[config.mk]
export PLATFORM = sky130hd
export DESIGN_NAME = json_string_unescaper_unit_flat
export DESIGN_NICKNAME = d
export VERILOG_FILES = /design/src/design/jsu_pkg.sv /design/src/design/jsu_req_if.sv /design/src/design/jsu_rsp_if.sv /design/src/design/jsu_front.sv /design/src/design/jsu_queue.sv /design/src/design/jsu_back.sv /design/src/design/json_string_unescaper_unit.sv /design/src/flat_wrapper.sv
export SDC_FILE = /design/constraint.sdc
export NUM_CORES = 1
export LEC_CHECK = 0
export BUFFER_PORTS_ARGS = -buffer_cell sky130_fd_sc_hd__buf_4
export CORE_ASPECT_RATIO = 1.25
export CORE_MARGIN = 2
export CORE_UTILIZATION = 55
export DETAILED_ROUTE_END_ITERATION = 10
export GPL_TIMING_DRIVEN = 0
export PLACE_DENSITY_LB_ADDON = 0.2
export SYNTH_ARGS = -nofsm -noshare
export SYNTH_HDL_FRONTEND = slang
export SYNTH_SLANG_ARGS = --single-unit
[constraint.sdc]
create_clock -name clock -period 3.4 [get_ports clock]
set_input_delay 0.17 -clock clock [delete_from_list [all_inputs] [get_ports clock]]
set_output_delay 0.17 -clock clock [all_outputs]
set_load 0.01 [all_outputs]
[src/design/jsu_pkg.sv]
// Package for the JSON string unescaper: item status codes, parser modes,
// the command record passed from front to back end, and queue sizing.
// No dependencies.
package jsu_pkg;

   typedef enum logic [1:0] {
      ST_DATA  = 2'd0,
      ST_ERROR = 2'd1,
      ST_END   = 2'd2
   } status_type;

   typedef enum logic [1:0] {
      MODE_TEXT = 2'd0,
      MODE_ESC  = 2'd1,
      MODE_HEX  = 2'd2
   } mode_type;

   // Up to four result bytes for one accepted input item, first in data[0].
   typedef struct packed {
      logic [3:0][7:0] data;
      logic [1:0]      last_idx;
   } utf8_type;

   typedef struct packed {
      logic [3:0][7:0] data;
      logic [1:0]      last_idx;
      status_type      status;
      logic            eom;
   } cmd_type;

   localparam int QUEUE_DEPTH = 4;
   localparam int QPTR_W      = $clog2(QUEUE_DEPTH);
   localparam int QCNT_W      = $clog2(QUEUE_DEPTH + 1);

   localparam logic [7:0] CH_BACKSLASH = 8'h5c;
   localparam logic [7:0] CH_U         = 8'h75;
   localparam logic [7:0] CH_B         = 8'h62;
   localparam logic [7:0] CH_F         = 8'h66;
   localparam logic [7:0] CH_N         = 8'h6e;
   localparam logic [7:0] CH_R         = 8'h72;
   localparam logic [7:0] CH_T         = 8'h74;

   localparam logic [5:0]  HIGH_SURR_TAG = 6'b110110;
   localparam logic [5:0]  LOW_SURR_TAG  = 6'b110111;
   localparam logic [20:0] SUPPL_BASE    = 21'h10000;

endpackage

[src/design/jsu_req_if.sv]
// Input channel of the unescaper: one escaped byte per item with an
// end-of-message flag. Valid/ready handshake. No dependencies.
interface jsu_req_if;
   logic       valid;
   logic       ready;
   logic [7:0] in_byte;
   logic       end_of_message;

   modport source (output valid, output in_byte, output end_of_message, input ready);
   modport sink (input valid, input in_byte, input end_of_message, output ready);
endinterface

[src/design/jsu_rsp_if.sv]
// Result channel of the unescaper: one decoded byte or status per item.
// Valid/ready handshake. No dependencies.
interface jsu_rsp_if;
   logic       valid;
   logic       ready;
   logic [7:0] out_byte;
   logic [1:0] status;
   logic       last_of_run;
   logic       message_done;

   modport source (output valid, output out_byte, output status, output last_of_run,
                   output message_done, input ready);
   modport sink (input valid, input out_byte, input status, input last_of_run,
                 input message_done, output ready);
endinterface

[src/design/jsu_front.sv]
// Front end: accepts escaped bytes, runs the escape/hex/surrogate parser and
// builds one command per item that yields results. Uses jsu_pkg, jsu_req_if.
module jsu_front (
   input  logic             clock,
   input  logic             reset,
   jsu_req_if.sink          req_if,
   input  logic             q_full,
   output logic             push,
   output jsu_pkg::cmd_type push_cmd
);
   import jsu_pkg::*;

   mode_type    mode_ff, mode_in;
   logic [1:0]  digits_ff, digits_in;
   logic [15:0] acc_ff, acc_in;
   logic        hs_valid_ff, hs_valid_in;
   logic [9:0]  hs_bits_ff, hs_bits_in;
   logic        discard_ff, discard_in;

   logic        fire;
   logic [7:0]  c;
   logic        eom;
   logic        hex_ok;
   logic [3:0]  hex_val;
   logic [15:0] acc_next;
   logic        has_data;
   logic        err;
   utf8_type    enc;
   logic [20:0] pair_cp;

   function automatic utf8_type encode(input logic [20:0] cp);
      utf8_type r;
      r = '0;
      if (cp <= 21'h7f) begin
         r.data[0]  = cp[7:0];
         r.last_idx = 2'd0;
      end else if (cp <= 21'h7ff) begin
         r.data[0]  = {3'b110, cp[10:6]};
         r.data[1]  = {2'b10, cp[5:0]};
         r.last_idx = 2'd1;
      end else if (cp <= 21'hffff) begin
         r.data[0]  = {4'b1110, cp[15:12]};
         r.data[1]  = {2'b10, cp[11:6]};
         r.data[2]  = {2'b10, cp[5:0]};
         r.last_idx = 2'd2;
      end else begin
         r.data[0]  = {5'b11110, cp[20:18]};
         r.data[1]  = {2'b10, cp[17:12]};
         r.data[2]  = {2'b10, cp[11:6]};
         r.data[3]  = {2'b10, cp[5:0]};
         r.last_idx = 2'd3;
      end
      return r;
   endfunction

   assign req_if.ready = !q_full;
   assign fire         = req_if.valid && !q_full;
   assign c            = req_if.in_byte;
   assign eom          = req_if.end_of_message;

   always_comb begin
      hex_ok  = 1'b1;
      hex_val = 4'd0;
      if (c >= 8'h30 && c <= 8'h39) begin
         hex_val = c[3:0];
      end else if ((c >= 8'h61 && c <= 8'h66) || (c >= 8'h41 && c <= 8'h46)) begin
         hex_val = c[3:0] + 4'd9;
      end else begin
         hex_ok = 1'b0;
      end
   end

   assign acc_next = {acc_ff[11:0], hex_val};
   assign pair_cp  = {1'b0, hs_bits_ff, acc_next[9:0]} + SUPPL_BASE;

   always_comb begin
      mode_in     = mode_ff;
      digits_in   = digits_ff;
      acc_in      = acc_ff;
      hs_valid_in = hs_valid_ff;
      hs_bits_in  = hs_bits_ff;
      discard_in  = discard_ff;
      has_data    = 1'b0;
      err         = 1'b0;
      enc         = '0;

      if (!discard_ff) begin
         case (mode_ff)
            MODE_ESC: begin
               mode_in = MODE_TEXT;
               if (c == CH_U) begin
                  mode_in   = MODE_HEX;
                  digits_in = 2'd0;
                  acc_in    = 16'd0;
                  err       = eom;
               end else begin
                  case (c)
                     CH_B:    enc.data[0] = 8'h08;
                     CH_F:    enc.data[0] = 8'h0c;
                     CH_N:    enc.data[0] = 8'h0a;
                     CH_R:    enc.data[0] = 8'h0d;
                     CH_T:    enc.data[0] = 8'h09;
                     default: enc.data[0] = c;
                  endcase
                  hs_valid_in = 1'b0;
                  has_data    = 1'b1;
               end
            end
            MODE_HEX: begin
               if (!hex_ok) begin
                  err = 1'b1;
               end else if (digits_ff != 2'd3) begin
                  acc_in    = acc_next;
                  digits_in = digits_ff + 2'd1;
                  err       = eom;
               end else begin
                  mode_in   = MODE_TEXT;
                  digits_in = 2'd0;
                  acc_in    = 16'd0;
                  if (acc_next[15:10] == HIGH_SURR_TAG) begin
                     hs_bits_in  = acc_next[9:0];
                     hs_valid_in = 1'b1;
                  end else if (acc_next[15:10] == LOW_SURR_TAG) begin
                     if (hs_valid_ff) begin
                        hs_valid_in = 1'b0;
                        enc         = encode(pair_cp);
                        has_data    = 1'b1;
                     end
                  end else begin
                     hs_valid_in = 1'b0;
                     enc         = encode({5'd0, acc_next});
                     has_data    = 1'b1;
                  end
               end
            end
            default: begin
               if (c == CH_BACKSLASH) begin
                  mode_in = MODE_ESC;
                  err     = eom;
               end else begin
                  hs_valid_in = 1'b0;
                  enc.data[0] = c;
                  has_data    = 1'b1;
               end
            end
         endcase
      end

      if (err) begin
         discard_in = 1'b1;
      end
      if (eom) begin
         mode_in     = MODE_TEXT;
         digits_in   = 2'd0;
         acc_in      = 16'd0;
         hs_valid_in = 1'b0;
         hs_bits_in  = 10'd0;
         discard_in  = 1'b0;
      end

      push_cmd.eom = eom;
      if (err) begin
         push_cmd.data     = '0;
         push_cmd.last_idx = 2'd0;
         push_cmd.status   = ST_ERROR;
      end else if (has_data) begin
         push_cmd.data     = enc.data;
         push_cmd.last_idx = enc.last_idx;
         push_cmd.status   = ST_DATA;
      end else begin
         push_cmd.data     = '0;
         push_cmd.last_idx = 2'd0;
         push_cmd.status   = ST_END;
      end
      push = fire && (err || has_data || eom);
   end

   always_ff @(posedge clock) begin
      if (reset) begin
         mode_ff     <= MODE_TEXT;
         digits_ff   <= 2'd0;
         acc_ff      <= 16'd0;
         hs_valid_ff <= 1'b0;
         hs_bits_ff  <= 10'd0;
         discard_ff  <= 1'b0;
      end else if (fire) begin
         mode_ff     <= mode_in;
         digits_ff   <= digits_in;
         acc_ff      <= acc_in;
         hs_valid_ff <= hs_valid_in;
         hs_bits_ff  <= hs_bits_in;
         discard_ff  <= discard_in;
      end
   end

endmodule

[src/design/jsu_queue.sv]
// Command queue between front and back end of the unescaper.
// Small register FIFO. Uses jsu_pkg.
module jsu_queue (
   input  logic             clock,
   input  logic             reset,
   input  logic             push,
   input  jsu_pkg::cmd_type push_cmd,
   output logic             full,
   input  logic             pop,
   output logic             head_valid,
   output jsu_pkg::cmd_type head_cmd
);
   import jsu_pkg::*;

   cmd_type             entry_ff [QUEUE_DEPTH];
   logic [QPTR_W-1:0]   wr_ptr_ff, wr_ptr_in;
   logic [QPTR_W-1:0]   rd_ptr_ff, rd_ptr_in;
   logic [QCNT_W-1:0]   count_ff, count_in;
   logic                do_push;
   logic                do_pop;

   assign full       = (count_ff == QCNT_W'(QUEUE_DEPTH));
   assign head_valid = (count_ff != '0);
   assign head_cmd   = entry_ff[rd_ptr_ff];
   assign do_push    = push && !full;
   assign do_pop     = pop && head_valid;

   always_comb begin
      wr_ptr_in = do_push ? wr_ptr_ff + 1'b1 : wr_ptr_ff;
      rd_ptr_in = do_pop ? rd_ptr_ff + 1'b1 : rd_ptr_ff;
      count_in  = count_ff;
      if (do_push && !do_pop) begin
         count_in = count_ff + 1'b1;
      end else if (do_pop && !do_push) begin
         count_in = count_ff - 1'b1;
      end
   end

   always_ff @(posedge clock) begin
      if (do_push) begin
         entry_ff[wr_ptr_ff] <= push_cmd;
      end
   end

   always_ff @(posedge clock) begin
      if (reset) begin
         wr_ptr_ff <= '0;
         rd_ptr_ff <= '0;
         count_ff  <= '0;
      end else begin
         wr_ptr_ff <= wr_ptr_in;
         rd_ptr_ff <= rd_ptr_in;
         count_ff  <= count_in;
      end
   end

endmodule

[src/design/jsu_back.sv]
// Back end: walks the head command byte by byte onto the result channel and
// marks run and message ends. Uses jsu_pkg, jsu_rsp_if.
module jsu_back (
   input  logic             clock,
   input  logic             reset,
   input  logic             head_valid,
   input  jsu_pkg::cmd_type head_cmd,
   output logic             pop,
   jsu_rsp_if.source        rsp_if
);
   import jsu_pkg::*;

   logic [1:0] idx_ff, idx_in;
   logic       last;
   logic       fire;

   assign last = (idx_ff == head_cmd.last_idx);
   assign fire = head_valid && rsp_if.ready;
   assign pop  = fire && last;

   assign rsp_if.valid        = head_valid;
   assign rsp_if.out_byte     = head_cmd.data[idx_ff];
   assign rsp_if.status       = head_cmd.status;
   assign rsp_if.last_of_run  = last;
   assign rsp_if.message_done = last && head_cmd.eom;

   always_comb begin
      idx_in = idx_ff;
      if (fire) begin
         idx_in = last ? 2'd0 : idx_ff + 2'd1;
      end
   end

   always_ff @(posedge clock) begin
      if (reset) begin
         idx_ff <= 2'd0;
      end else begin
         idx_ff <= idx_in;
      end
   end

endmodule

[src/design/json_string_unescaper_unit.sv]
// JSON string unescaper: one escaped byte in per cycle, UTF-8 bytes out one
// per cycle while the output is ready. The front end parses and takes a byte
// every cycle while the 4-entry command queue has room; each byte yields 0 to
// 4 results, which the back end sends in turn from the registered queue, so
// throughput is set by the result count. Uses jsu_pkg and interfaces.
module json_string_unescaper_unit (
   input  logic        clock,
   input  logic        reset,
   jsu_req_if.sink     req_if,
   jsu_rsp_if.source   rsp_if
);
   import jsu_pkg::*;

   logic    push;
   cmd_type push_cmd;
   logic    q_full;
   logic    pop;
   logic    head_valid;
   cmd_type head_cmd;

   jsu_front u_front (
      .clock    (clock),
      .reset    (reset),
      .req_if   (req_if),
      .q_full   (q_full),
      .push     (push),
      .push_cmd (push_cmd)
   );

   jsu_queue u_queue (
      .clock      (clock),
      .reset      (reset),
      .push       (push),
      .push_cmd   (push_cmd),
      .full       (q_full),
      .pop        (pop),
      .head_valid (head_valid),
      .head_cmd   (head_cmd)
   );

   jsu_back u_back (
      .clock      (clock),
      .reset      (reset),
      .head_valid (head_valid),
      .head_cmd   (head_cmd),
      .pop        (pop),
      .rsp_if     (rsp_if)
   );

endmodule

[src/flat_wrapper.sv]
// flat-port wrapper written by rule: the top's interface ports become plain ports
module json_string_unescaper_unit_flat import jsu_pkg::*;
  (clock, reset, req_if_valid, req_if_in_byte, req_if_end_of_message, req_if_ready, rsp_if_valid, rsp_if_out_byte, rsp_if_status, rsp_if_last_of_run, rsp_if_message_done, rsp_if_ready);
  jsu_req_if req_if_i ();
  jsu_rsp_if rsp_if_i ();
  input  logic clock;
  input  logic reset;
  input wire logic [$bits(req_if_i.valid)-1:0] req_if_valid;
  input wire logic [$bits(req_if_i.in_byte)-1:0] req_if_in_byte;
  input wire logic [$bits(req_if_i.end_of_message)-1:0] req_if_end_of_message;
  output wire logic [$bits(req_if_i.ready)-1:0] req_if_ready;
  output wire logic [$bits(rsp_if_i.valid)-1:0] rsp_if_valid;
  output wire logic [$bits(rsp_if_i.out_byte)-1:0] rsp_if_out_byte;
  output wire logic [$bits(rsp_if_i.status)-1:0] rsp_if_status;
  output wire logic [$bits(rsp_if_i.last_of_run)-1:0] rsp_if_last_of_run;
  output wire logic [$bits(rsp_if_i.message_done)-1:0] rsp_if_message_done;
  input wire logic [$bits(rsp_if_i.ready)-1:0] rsp_if_ready;
  assign req_if_i.valid = req_if_valid;
  assign req_if_i.in_byte = req_if_in_byte;
  assign req_if_i.end_of_message = req_if_end_of_message;
  assign req_if_ready = req_if_i.ready;
  assign rsp_if_valid = rsp_if_i.valid;
  assign rsp_if_out_byte = rsp_if_i.out_byte;
  assign rsp_if_status = rsp_if_i.status;
  assign rsp_if_last_of_run = rsp_if_i.last_of_run;
  assign rsp_if_message_done = rsp_if_i.message_done;
  assign rsp_if_i.ready = rsp_if_ready;
  json_string_unescaper_unit u_core (.clock(clock), .reset(reset), .req_if(req_if_i), .rsp_if(rsp_if_i));
endmodule
==> results of run 1 <==
-- sequential cells by signal, indices dropped and copies added (netlist names), named ones only --
signal,cells
u_core.u_back.idx_ff,2
u_core.u_front.digits_ff,2
u_core.u_front.hs_valid_ff,1
u_core.u_queue.entry_ff,132
u_core.u_queue.rd_ptr_ff,2
u_core.u_front.discard_ff,1
u_core.u_queue.wr_ptr_ff,2
u_core.u_queue.count_ff,3
u_core.u_front.acc_ff,12
u_core.u_front.hs_bits_ff,10
u_core.u_front.mode_ff,2
-- per-layer routing --
| metal | wire (um) | track usage | vias to the layer above |
|---|---|---|---|
| met5 | 0 | 0 | - |
| met2 | 11800 | 0.499 | 229 |
| met3 | 1160 | 0.0471 | 56 |
| li1 | - | - | 2730 |
| met1 | 8760 | 0.351 | 2985 |
| met4 | 737 | 0.107 | 0 |
-- metrics by stage --
stage	cells	area (um^2)	setup slack [ns]
after CTS	946	9650	0.0122
after global routing	948	9710	-0.0242
after floorplan	680	8500	0.0284
final	948	9710	0.0477
after detailed placement	913	8960	-0.896
after global placement	912	8940	-1.26
-- worst max-delay path: stages (launching register included) --
cell and delay [ns]:
dfxtp_1 0.31, buf_2 0.27, and3_1 0.24, nand4_1 0.26, or2_2 0.40, or4_4 0.53
and2_1 0.18, buf_6 0.13, mux2_2 0.24, o211ai_1 0.10, a211oi_2 0.45
-- power by group --
group          internal (W)  switching (W)  leakage (nW)  total [W]
logic              0.000554       0.000604          1.39    0.00116
clock network      0.000977       0.000883         0.285    0.00186
registers           0.00248      0.0000879          1.53    0.00256
total               0.00401        0.00158          3.21    0.00558
-- cells in the final DEF (no fill, tap or decap), drive strengths merged, types with 7 or more instances in the layout --
cell	n
mux2	7
nor2b	7
and2	14
clkbuf	47
dfxtp	39
a21oi	42
mux4	39
xnor2	8
a22oi	21
buf	40
nor2	60
edfxtp	132
or3	7
o21ai	26
clkinv	7
inv	28
nand2	44
mux2i	10
nand3	19
ha	14
nand4	9
a211oi	7
-- cell type report --
| type | instances | area [um^2] | share of cell area |
|---|---|---|---|
| Buffer | 41 | 188 | 0.0193 |
| Clock buffer | 17 | 425 | 0.0438 |
| Clock inverter | 15 | 150 | 0.0155 |
| Inverter | 20 | 75.1 | 0.00773 |
| Multi-Input combinational cell | 445 | 3620 | 0.373 |
| Sequential cell | 171 | 4750 | 0.489 |
| Tap cell | 208 | 260 | 0.0268 |
| Timing Repair Buffer | 31 | 248 | 0.0255 |
-- worst max-delay path by stage --
stage          slack [ns]                     start  cells after the start                        endpoint
5_1_grt             -0.02         req_if_in_byte[0]                     15      u_core.u_queue.count_ff[2]
4_1_cts              0.01         req_if_in_byte[0]                     15      u_core.u_queue.count_ff[2]
3_3_place_gp        -1.26         req_if_in_byte[0]                     10  u_core.u_queue.entry_ff[3][25]
6_report             0.05  u_core.u_front.acc_ff[0]                     10  u_core.u_queue.entry_ff[3][18]
2_1_floorplan        0.03         req_if_in_byte[0]                     14      u_core.u_queue.count_ff[2]
3_5_place_dp        -0.90         req_if_in_byte[0]                     15      u_core.u_queue.count_ff[2]
-- what timing repair did --
| action | CTS | global route |
|---|---|---|
| gates resized for setup | 19 | 14 |
| pin swaps | 3 | 4 |
| hold buffers | 1 | 0 |
| setup buffers | 3 | 2 |
| endpoints found under the setup margin | 210 | 63 |
| hold endpoints to repair | 4 | 0 |
-- cells by family after synthesis --
group,count (synthesis),synth area share
xor+xnor,11,0.0113
fa+ha+maj,15,0.0230
simple gates,205,0.122
flops,171,0.558
mux,56,0.125
buf+inv,64,0.0311
compound gates,158,0.128
==> flow_summary.toml, run 1 <==
[logic_synthesis]
synth_cell_types = 75
synth_seq_cells = 171
synth_top_area_frac = 0.467
avgSynthCellArea_um2 = 12.5
synth_common_cells = "132 x edfxtp_1, 59 x nor2_1, 44 x nand2_1"
synth_cells = 680
syn_area_um2 = 8500
yosysMostFrequentCell = "edfxtp_1"
ys_seq_area_frac = 0.558
synth_top_area_cell = "edfxtp_1"
synth_edf_count = 132
async_flop_share = 0
synthFlopType = "edfxtp_1"
syn_nets = 708
synth_warnings = 0
synth_area_leaders = "edfxtp_1 47%, mux4_2 10%, dfxtp_1 9.2%"

[timing]
tns_ns = 0
layout_min_cycle_time_ns = 3.35
max_slew_margin = 0.311
setup_violations = 0
clock.fmax_mhz = 298
worstMarginPinSlew_ns = 1.02
maxSlewViolCount = 0
whs_ns = 0.156
finalHoldViolations = 0
rsz0062_at_grt = "yes"
fin_crit_sh = 0.986
skew_ns = 0.0149

[routing]
drc_errors = 0
viasPerCell = 6.33
antenna_left = 0
routed-via-count = 6000
dr.pass1.iters = 6
drtIter0Drc = 639
wire_per_inst_um = 23.7
wl_mm = 22.5

[die]
initial_core_util = 0.563
die_height_um = 143
fp.coreArea_um2 = 15100
dieWidth_um = 115
ios = 27
dieArea_um2 = 16500
rows = 50

[layout]
fin_nets = 755
fillers = 1173
syn2layout_area_growth_pct = 14.3
final_util = 0.644
diodes = 0
drive_gt1_frac = 0.209

[placed_design]
gp_congestion = 0.959
io_buffers = 24
post-dp-hpwl_mm = 15.9

[min_path]
holdCritPathClass = "primary input to flop"
holdCritStartpoint = "reset"
hold_depth = 2
holdPathEnd = "u_core.u_front.acc_ff[6]"

[critical_path]
cp_max_fo = 10
critPathArrivalTime_ns = 3.54
r2r_setup_slack_ns = 0.05
crit_type = "flop to flop"
r2r_end = "u_core.u_queue.entry_ff[3][18]"
cp-end-kind = "flop"
crit_path_start_kind = "flop"
cp.required_ns = 3.59
reg2reg_from = "u_core.u_front.acc_ff[0]"
reg2regPathDepth = 10

[power_and_ir_drop]
p_per_area_nw_per_um2 = 575
power.total_w = 0.00558
p_leak_nw = 3.21
peakVddDrop_mv = 0.284

[clock_network]
htreeDepth = 4
clock_latency_ns = 0.43
cts_sinks = 171
cts_inserted_buffers = 17
clk_pin_slew_ns = 0.07
cts-root-buf = "clkbuf_16"
cts_tree = "yes"
clk_path_buf_depth = 2

[global_route]
grt_pass1_vias = 6043
grtUsageTotal = 0.284
grt_pass1_wl_mm = 34.1
globalRouteOverflowTotal = 0
antenna_found_initial = 0
grt_max_degree = 34

[status]
status = "finished, final reports clean"

[flow_run]
maxCapViolCount = 0
Note: power is estimated with default switching activity, not from simulation.
==> inputs of run 2 (changes only) <==
--- a/config.mk
+++ b/config.mk
@@ -12,6 +12,7 @@
 export DETAILED_ROUTE_END_ITERATION = 10
 export GPL_TIMING_DRIVEN = 0
 export PLACE_DENSITY_LB_ADDON = 0.2
+export RECOVER_POWER = 50
 export SYNTH_ARGS = -nofsm -noshare
 export SYNTH_HDL_FRONTEND = slang
 export SYNTH_SLANG_ARGS = --single-unit
==> run 2 against run 1 <==
Net effect:
- non-clock buffer count is the same
- clock power is essentially flat
- utilization is essentially flat
- largest power group unchanged
- setup slack lost 0.0027 ns
- count of clock-buffer cells in the layout is the same
- die area is the same
- fmax is essentially flat
- critical path depth is the same
- sequential share of layout area is essentially flat
- via count grew 0.45%
- clock skew is essentially flat
==> flow_summary.toml, run 2 (synthesized netlist as in run 1, its figures left out) <==
[placed_design]
placed_cells = 913
pre_cts_ws_ns = -0.896
post-dp-hpwl_mm = 15.9
place_area_um2 = 8960
io_buffers = 24
gp_congestion = 0.959

[critical_path]
cp-end-kind = "flop"
crit_path_start_kind = "flop"
cp_max_fo = 10
cp.required_ns = 3.59
crit_type = "flop to flop"
critPathArrivalTime_ns = 3.54

[clock_network]
htreeDepth = 4
cts_sinks = 171
clk_path_buf_depth = 2
cts_inserted_buffers = 17
cts-root-buf = "clkbuf_16"
clk_pin_slew_ns = 0.07
cts_tree = "yes"
clock_latency_ns = 0.43

[power_and_ir_drop]
p_leak_nw = 3.20
peakVddDrop_mv = 0.285
p_per_area_nw_per_um2 = 574

[die]
rows = 50
initial_core_util = 0.563
die_height_um = 143
ios = 27
dieArea_um2 = 16500
dieWidth_um = 115
fp.coreArea_um2 = 15100

[status]
status = "finished, final reports clean"

[timing]
setup_violations = 0
worstMarginPinSlew_ns = 1.03
finalWorstSetupSlack_ns = 0.0450
fin_crit_sh = 0.987
clock.fmax_mhz = 298
max_slew_margin = 0.309
finalHoldViolations = 0
maxSlewViolCount = 0
rsz0062_at_grt = "yes"
whs_ns = 0.154
layout_min_cycle_time_ns = 3.35
skew_ns = 0.0153

[global_route]
grt_pass1_vias = 6043
grtUsageTotal = 0.284
grt_max_degree = 34
globalRouteOverflowTotal = 0
antenna_found_initial = 0
grt_pass1_wl_mm = 34.1

[layout]
fin_nets = 755
final_util = 0.644
final_cells = 948
drive_gt1_frac = 0.207
fin_area_um2 = 9700
layout_common_cells = "132 x edfxtp_1, 54 x nor2_1, 44 x nand2_1"
regMostFlops = "u_core.u_queue.entry_ff"
diodes = 0
syn2layout_area_growth_pct = 14.2
largest_reg_flops = 132
final_common_cell = "edfxtp_1"
reg_top3 = "u_core.u_queue.entry_ff (132), u_core.u_front.acc_ff (12), u_core.u_front.hs_bits_ff (10)"

[min_path]
holdCritPathClass = "primary input to flop"

[routing]
viasPerCell = 6.36
antenna_left = 0
dr.pass1.iters = 6
routed-via-count = 6027
wl_mm = 22.5
drtIter0Drc = 630
wire_per_inst_um = 23.7
drc_errors = 0

[flow_run]
maxCapViolCount = 0
-- run 2: cell type report --
type / count / area (um^2)
inverter: 20 / 75.1
timing repair buffer: 31 / 240
buffer: 41 / 188
clock inverter: 15 / 150
clock buffer: 17 / 425
sequential: 171 / 4750
multi-input combinational: 445 / 3620
fill: 1175 / 5370
tap: 208 / 260
-- run 2: stage by stage --
step / TNS (ns) / power (W)
floorplan: 0 / 0.00334
global placement: -186.29 / 0.00373
detailed placement: -102.99 / 0.00376
CTS: 0 / 0.00562
global route: -0.0242 / 0.00581
finish: 0 / 0.00557
-- run 2: path summary, 6_finish.rpt --
path	startpoint	endpoint	slack, ns	depth (start not counted)
worst max-delay path	u_core.u_front.acc_ff[0]	u_core.u_queue.entry_ff[3][18]	0.05	10
worst min register to register	u_core.u_front.digits_ff[1]	u_core.u_front.digits_ff[1]	0.46	2
worst min-delay path	reset	u_core.u_front.acc_ff[6]	0.15	2
worst max register to register	u_core.u_front.acc_ff[0]	u_core.u_queue.entry_ff[3][18]	0.05	10
-- run 2: where the power goes --
group	switching [W]	leakage, nW	internal (W)	total [W]
logic	0.000605	1.38	0.000544	0.00115
registers	0.0000878	1.53	0.00248	0.00256
clock network	0.000884	0.285	0.000977	0.00186
total	0.00158	3.20	0.00400	0.00557
-- run 2: metal layers --
metal  vias up  share of wire  global-route usage  wire [um]
met5         -              0                   0          0
met4         0          0.037               0.107        837
met3        67          0.046              0.0471       1040
met2       229           0.52               0.499      11700
met1      3000           0.39               0.351       8880
li1       2731              -                   -          -
-- run 2: what timing repair did --
item,4_1_cts,5_1_grt
endpoints found under the setup margin,210,63
gates resized for setup,19,14
endpoints found under the hold margin,4,0
hold buffers,1,0
pin swaps,3,4
setup buffers,3,2
-- run 2: worst max-delay path, cell delays in order, from the launching register on --
cell	delay, ns
dfxtp_1	0.31
buf_2	0.27
and3_1	0.23
nand4_1	0.26
or2_2	0.40
or4_4	0.53
and2_1	0.18
buf_6	0.13
mux2_2	0.24
o211ai_1	0.10
a211oi_2	0.45
==> inputs of run 3 (changes only) <==
--- a/config.mk
+++ b/config.mk
@@ -13,6 +13,7 @@
 export GPL_TIMING_DRIVEN = 0
 export PLACE_DENSITY_LB_ADDON = 0.2
 export RECOVER_POWER = 50
+export SKIP_LAST_GASP = 1
 export SYNTH_ARGS = -nofsm -noshare
 export SYNTH_HDL_FRONTEND = slang
 export SYNTH_SLANG_ARGS = --single-unit
==> constraint.sdc (replaced) <==
create_clock -name clock -period 3 [get_ports clock]
set_input_delay 0.15 -clock clock [delete_from_list [all_inputs] [get_ports clock]]
set_output_delay 0.15 -clock clock [all_outputs]
set_load 0.01 [all_outputs]
==> run 3 against run 2 <==
Net effect:
- die area unchanged
- total power up 16%
- fmax grew 15%
- setup slack improved by 0.034 ns
- register-to-register slack better by 0.03 ns
- hold slack worse by 0.033 ns
- final cell count is 1.6% higher
- utilization is 2.2 points higher
- critical path depth increased by 3
- critical endpoint is now u_core.u_queue.count_ff[2]
- highest routed layer unchanged
==> flow_summary.toml, run 3 (synthesized netlist as in run 1, its figures left out) <==
[global_route]
grt_pass1_wl_mm = 33.7
grtUsageTotal = 0.280
grt_max_degree = 34
grt_pass1_vias = 5981
antenna_found_initial = 0
globalRouteOverflowTotal = 0

[die]
dieArea_um2 = 16500
initial_core_util = 0.563
fp.coreArea_um2 = 15100
rows = 50
dieWidth_um = 115
ios = 27
die_height_um = 143

[timing]
skew_ns = 0.0103
layout_min_cycle_time_ns = 2.92
fin_crit_sh = 0.973
tns_ns = 0
finalHoldViolations = 0
maxSlewViolCount = 0
worstMarginPinSlew_ns = 0.941
setup_violations = 0
max_slew_margin = 0.372
rsz0062_at_grt = "yes"
clock.fmax_mhz = 342

[layout]
regMostFlops = "u_core.u_queue.entry_ff"
syn2layout_area_growth_pct = 18.1
diodes = 0
final_common_cell = "edfxtp_1"
fin_nets = 770
largest_reg_flops = 132
reg_top3 = "u_core.u_queue.entry_ff (132), u_core.u_front.acc_ff (12), u_core.u_front.hs_bits_ff (10)"
layout_common_cells = "132 x edfxtp_1, 50 x nor2_1, 47 x buf_4"
drive_gt1_frac = 0.277

[critical_path]
reg2reg_from = "u_core.u_front.mode_ff[0]"
critPathArrivalTime_ns = 3.29
cp_max_fo = 9
cp_slowest_cell = "fa_1"
r2r_setup_slack_ns = 0.08
cp.required_ns = 3.37
crit_type = "flop to flop"
cp-end-kind = "flop"
crit_path_max_incr_delay_ns = 0.43
reg2regPathDepth = 13
r2r_end = "u_core.u_queue.count_ff[2]"
path_cells = "inv_1 -> ha_4 -> a21oi_4 -> a21boi_2 -> o22ai_2 -> a21o_4 -> a21oi_4 -> ha_2 -> inv_1 -> fa_1 -> xor2_1 -> or3_1 -> a21oi_1"
crit_path_start_kind = "flop"

[power_and_ir_drop]
power.total_w = 0.00645
switchingPower_w = 0.00180
p_leak_nw = 3.30
peakVddDrop_mv = 0.376
clock_power_share = 0.343
sw_frac_of_total = 0.279
power_frac_comb = 0.209
pwr-share-seq = 0.448
internal_power_w = 0.00464
p_per_area_nw_per_um2 = 642

[flow_run]
maxCapViolCount = 0

[routing]
dr.pass1.iters = 6
drc_errors = 0
drtIter0Drc = 609
wire_per_inst_um = 23.4
routed-via-count = 6095
antenna_left = 0
wl_mm = 22.5
viasPerCell = 6.33

[clock_network]
cts_sinks = 171
cts-root-buf = "clkbuf_16"
cts_inserted_buffers = 17
clk_path_buf_depth = 2
clk_pin_slew_ns = 0.07
clock_latency_ns = 0.44
htreeDepth = 4
cts_tree = "yes"

[min_path]
holdCritPathClass = "primary input to flop"
hold_depth = 2
holdCritStartpoint = "reset"
holdPathEnd = "u_core.u_front.acc_ff[6]"

[placed_design]
gp_congestion = 0.914
io_buffers = 24
post-dp-hpwl_mm = 15.6

[status]
status = "finished, final reports clean"
run 3: power groups by stage:
stage	Combinational [W]	Sequential, W	Clock, W
floorplan	0.000891	0.00291	0
global placement	0.00131	0.00292	0
detailed placement	0.00133	0.00294	0
CTS	0.00137	0.00289	0.00223
global route	0.00147	0.00291	0.00231
finish	0.00135	0.00289	0.00221
run 3: worst max path at each step:
stage / startpoint / slack [ns] / cells after the start / end
2_1_floorplan: req_if_in_byte[0] / 0.0004 / 14 / u_core.u_queue.count_ff[2]
3_3_place_gp: req_if_in_byte[0] / -1.09 / 10 / u_core.u_queue.entry_ff[1][24]
3_5_place_dp: req_if_in_byte[0] / -0.73 / 15 / u_core.u_queue.count_ff[2]
4_1_cts: u_core.u_front.mode_ff[0] / 0.01 / 13 / u_core.u_queue.count_ff[2]
5_1_grt: u_core.u_front.acc_ff[0] / -0.05 / 11 / u_core.u_queue.entry_ff[2][29]
6_report: u_core.u_front.mode_ff[0] / 0.08 / 13 / u_core.u_queue.count_ff[2]
run 3: final cells by class:
class	instances	area, um^2
flip-flops and latches	171	4750
multi-input cells	445	3770
fillers	1129	5040
clock inverters	15	175
clock buffers	17	425
well taps	208	260
plain buffers	38	210
repair buffers	49	367
inverters	20	78.8
run 3: routing by layer:
metal / up-vias / track usage / share of wire
met2: 255 / 0.492 / 0.53
met4: 0 / 0.115 / 0.028
met5: - / 0 / 0
met3: 41 / 0.0390 / 0.061
met1: 3036 / 0.346 / 0.38
li1: 2763 / - / -
run 3: per-stage QoR:
| stage | utilization | cells | cell area [um^2] | hold slack (ns) | setup slack [ns] |
|---|---|---|---|---|---|
| 2_1_floorplan | - | 680 | 8560 | 0.249 | 0.000439 |
| 3_3_place_gp | 0.597 | 912 | 9000 | 0.414 | -1.09 |
| 3_5_place_dp | 0.597 | 912 | 9000 | 0.421 | -0.730 |
| 4_1_cts | 0.653 | 950 | 9840 | 0.118 | 0.0124 |
| 5_1_grt | 0.666 | 963 | 10000 | 0.190 | -0.0487 |
| 6_report | 0.666 | 963 | 10000 | 0.121 | 0.0795 |
run 3: critical path: cells and delay by family (launching register included):
family                   cells  cell delay [ns]
XOR/XNOR                     1             0.17
adder cells (fa/ha/maj)      3             0.83
buffers and inverters        2             0.15
AND/OR/NAND/NOR              1             0.31
AO/OA/AOI/OAI                6             1.03
flip-flops                   1             0.36
run 3: what timing repair did:
item,CTS,global route
hold endpoints to repair,4,0
buffers inserted,10,14
setup endpoints to repair,253,237
pin swaps,9,8
hold buffers,1,0
gates resized for setup,43,35
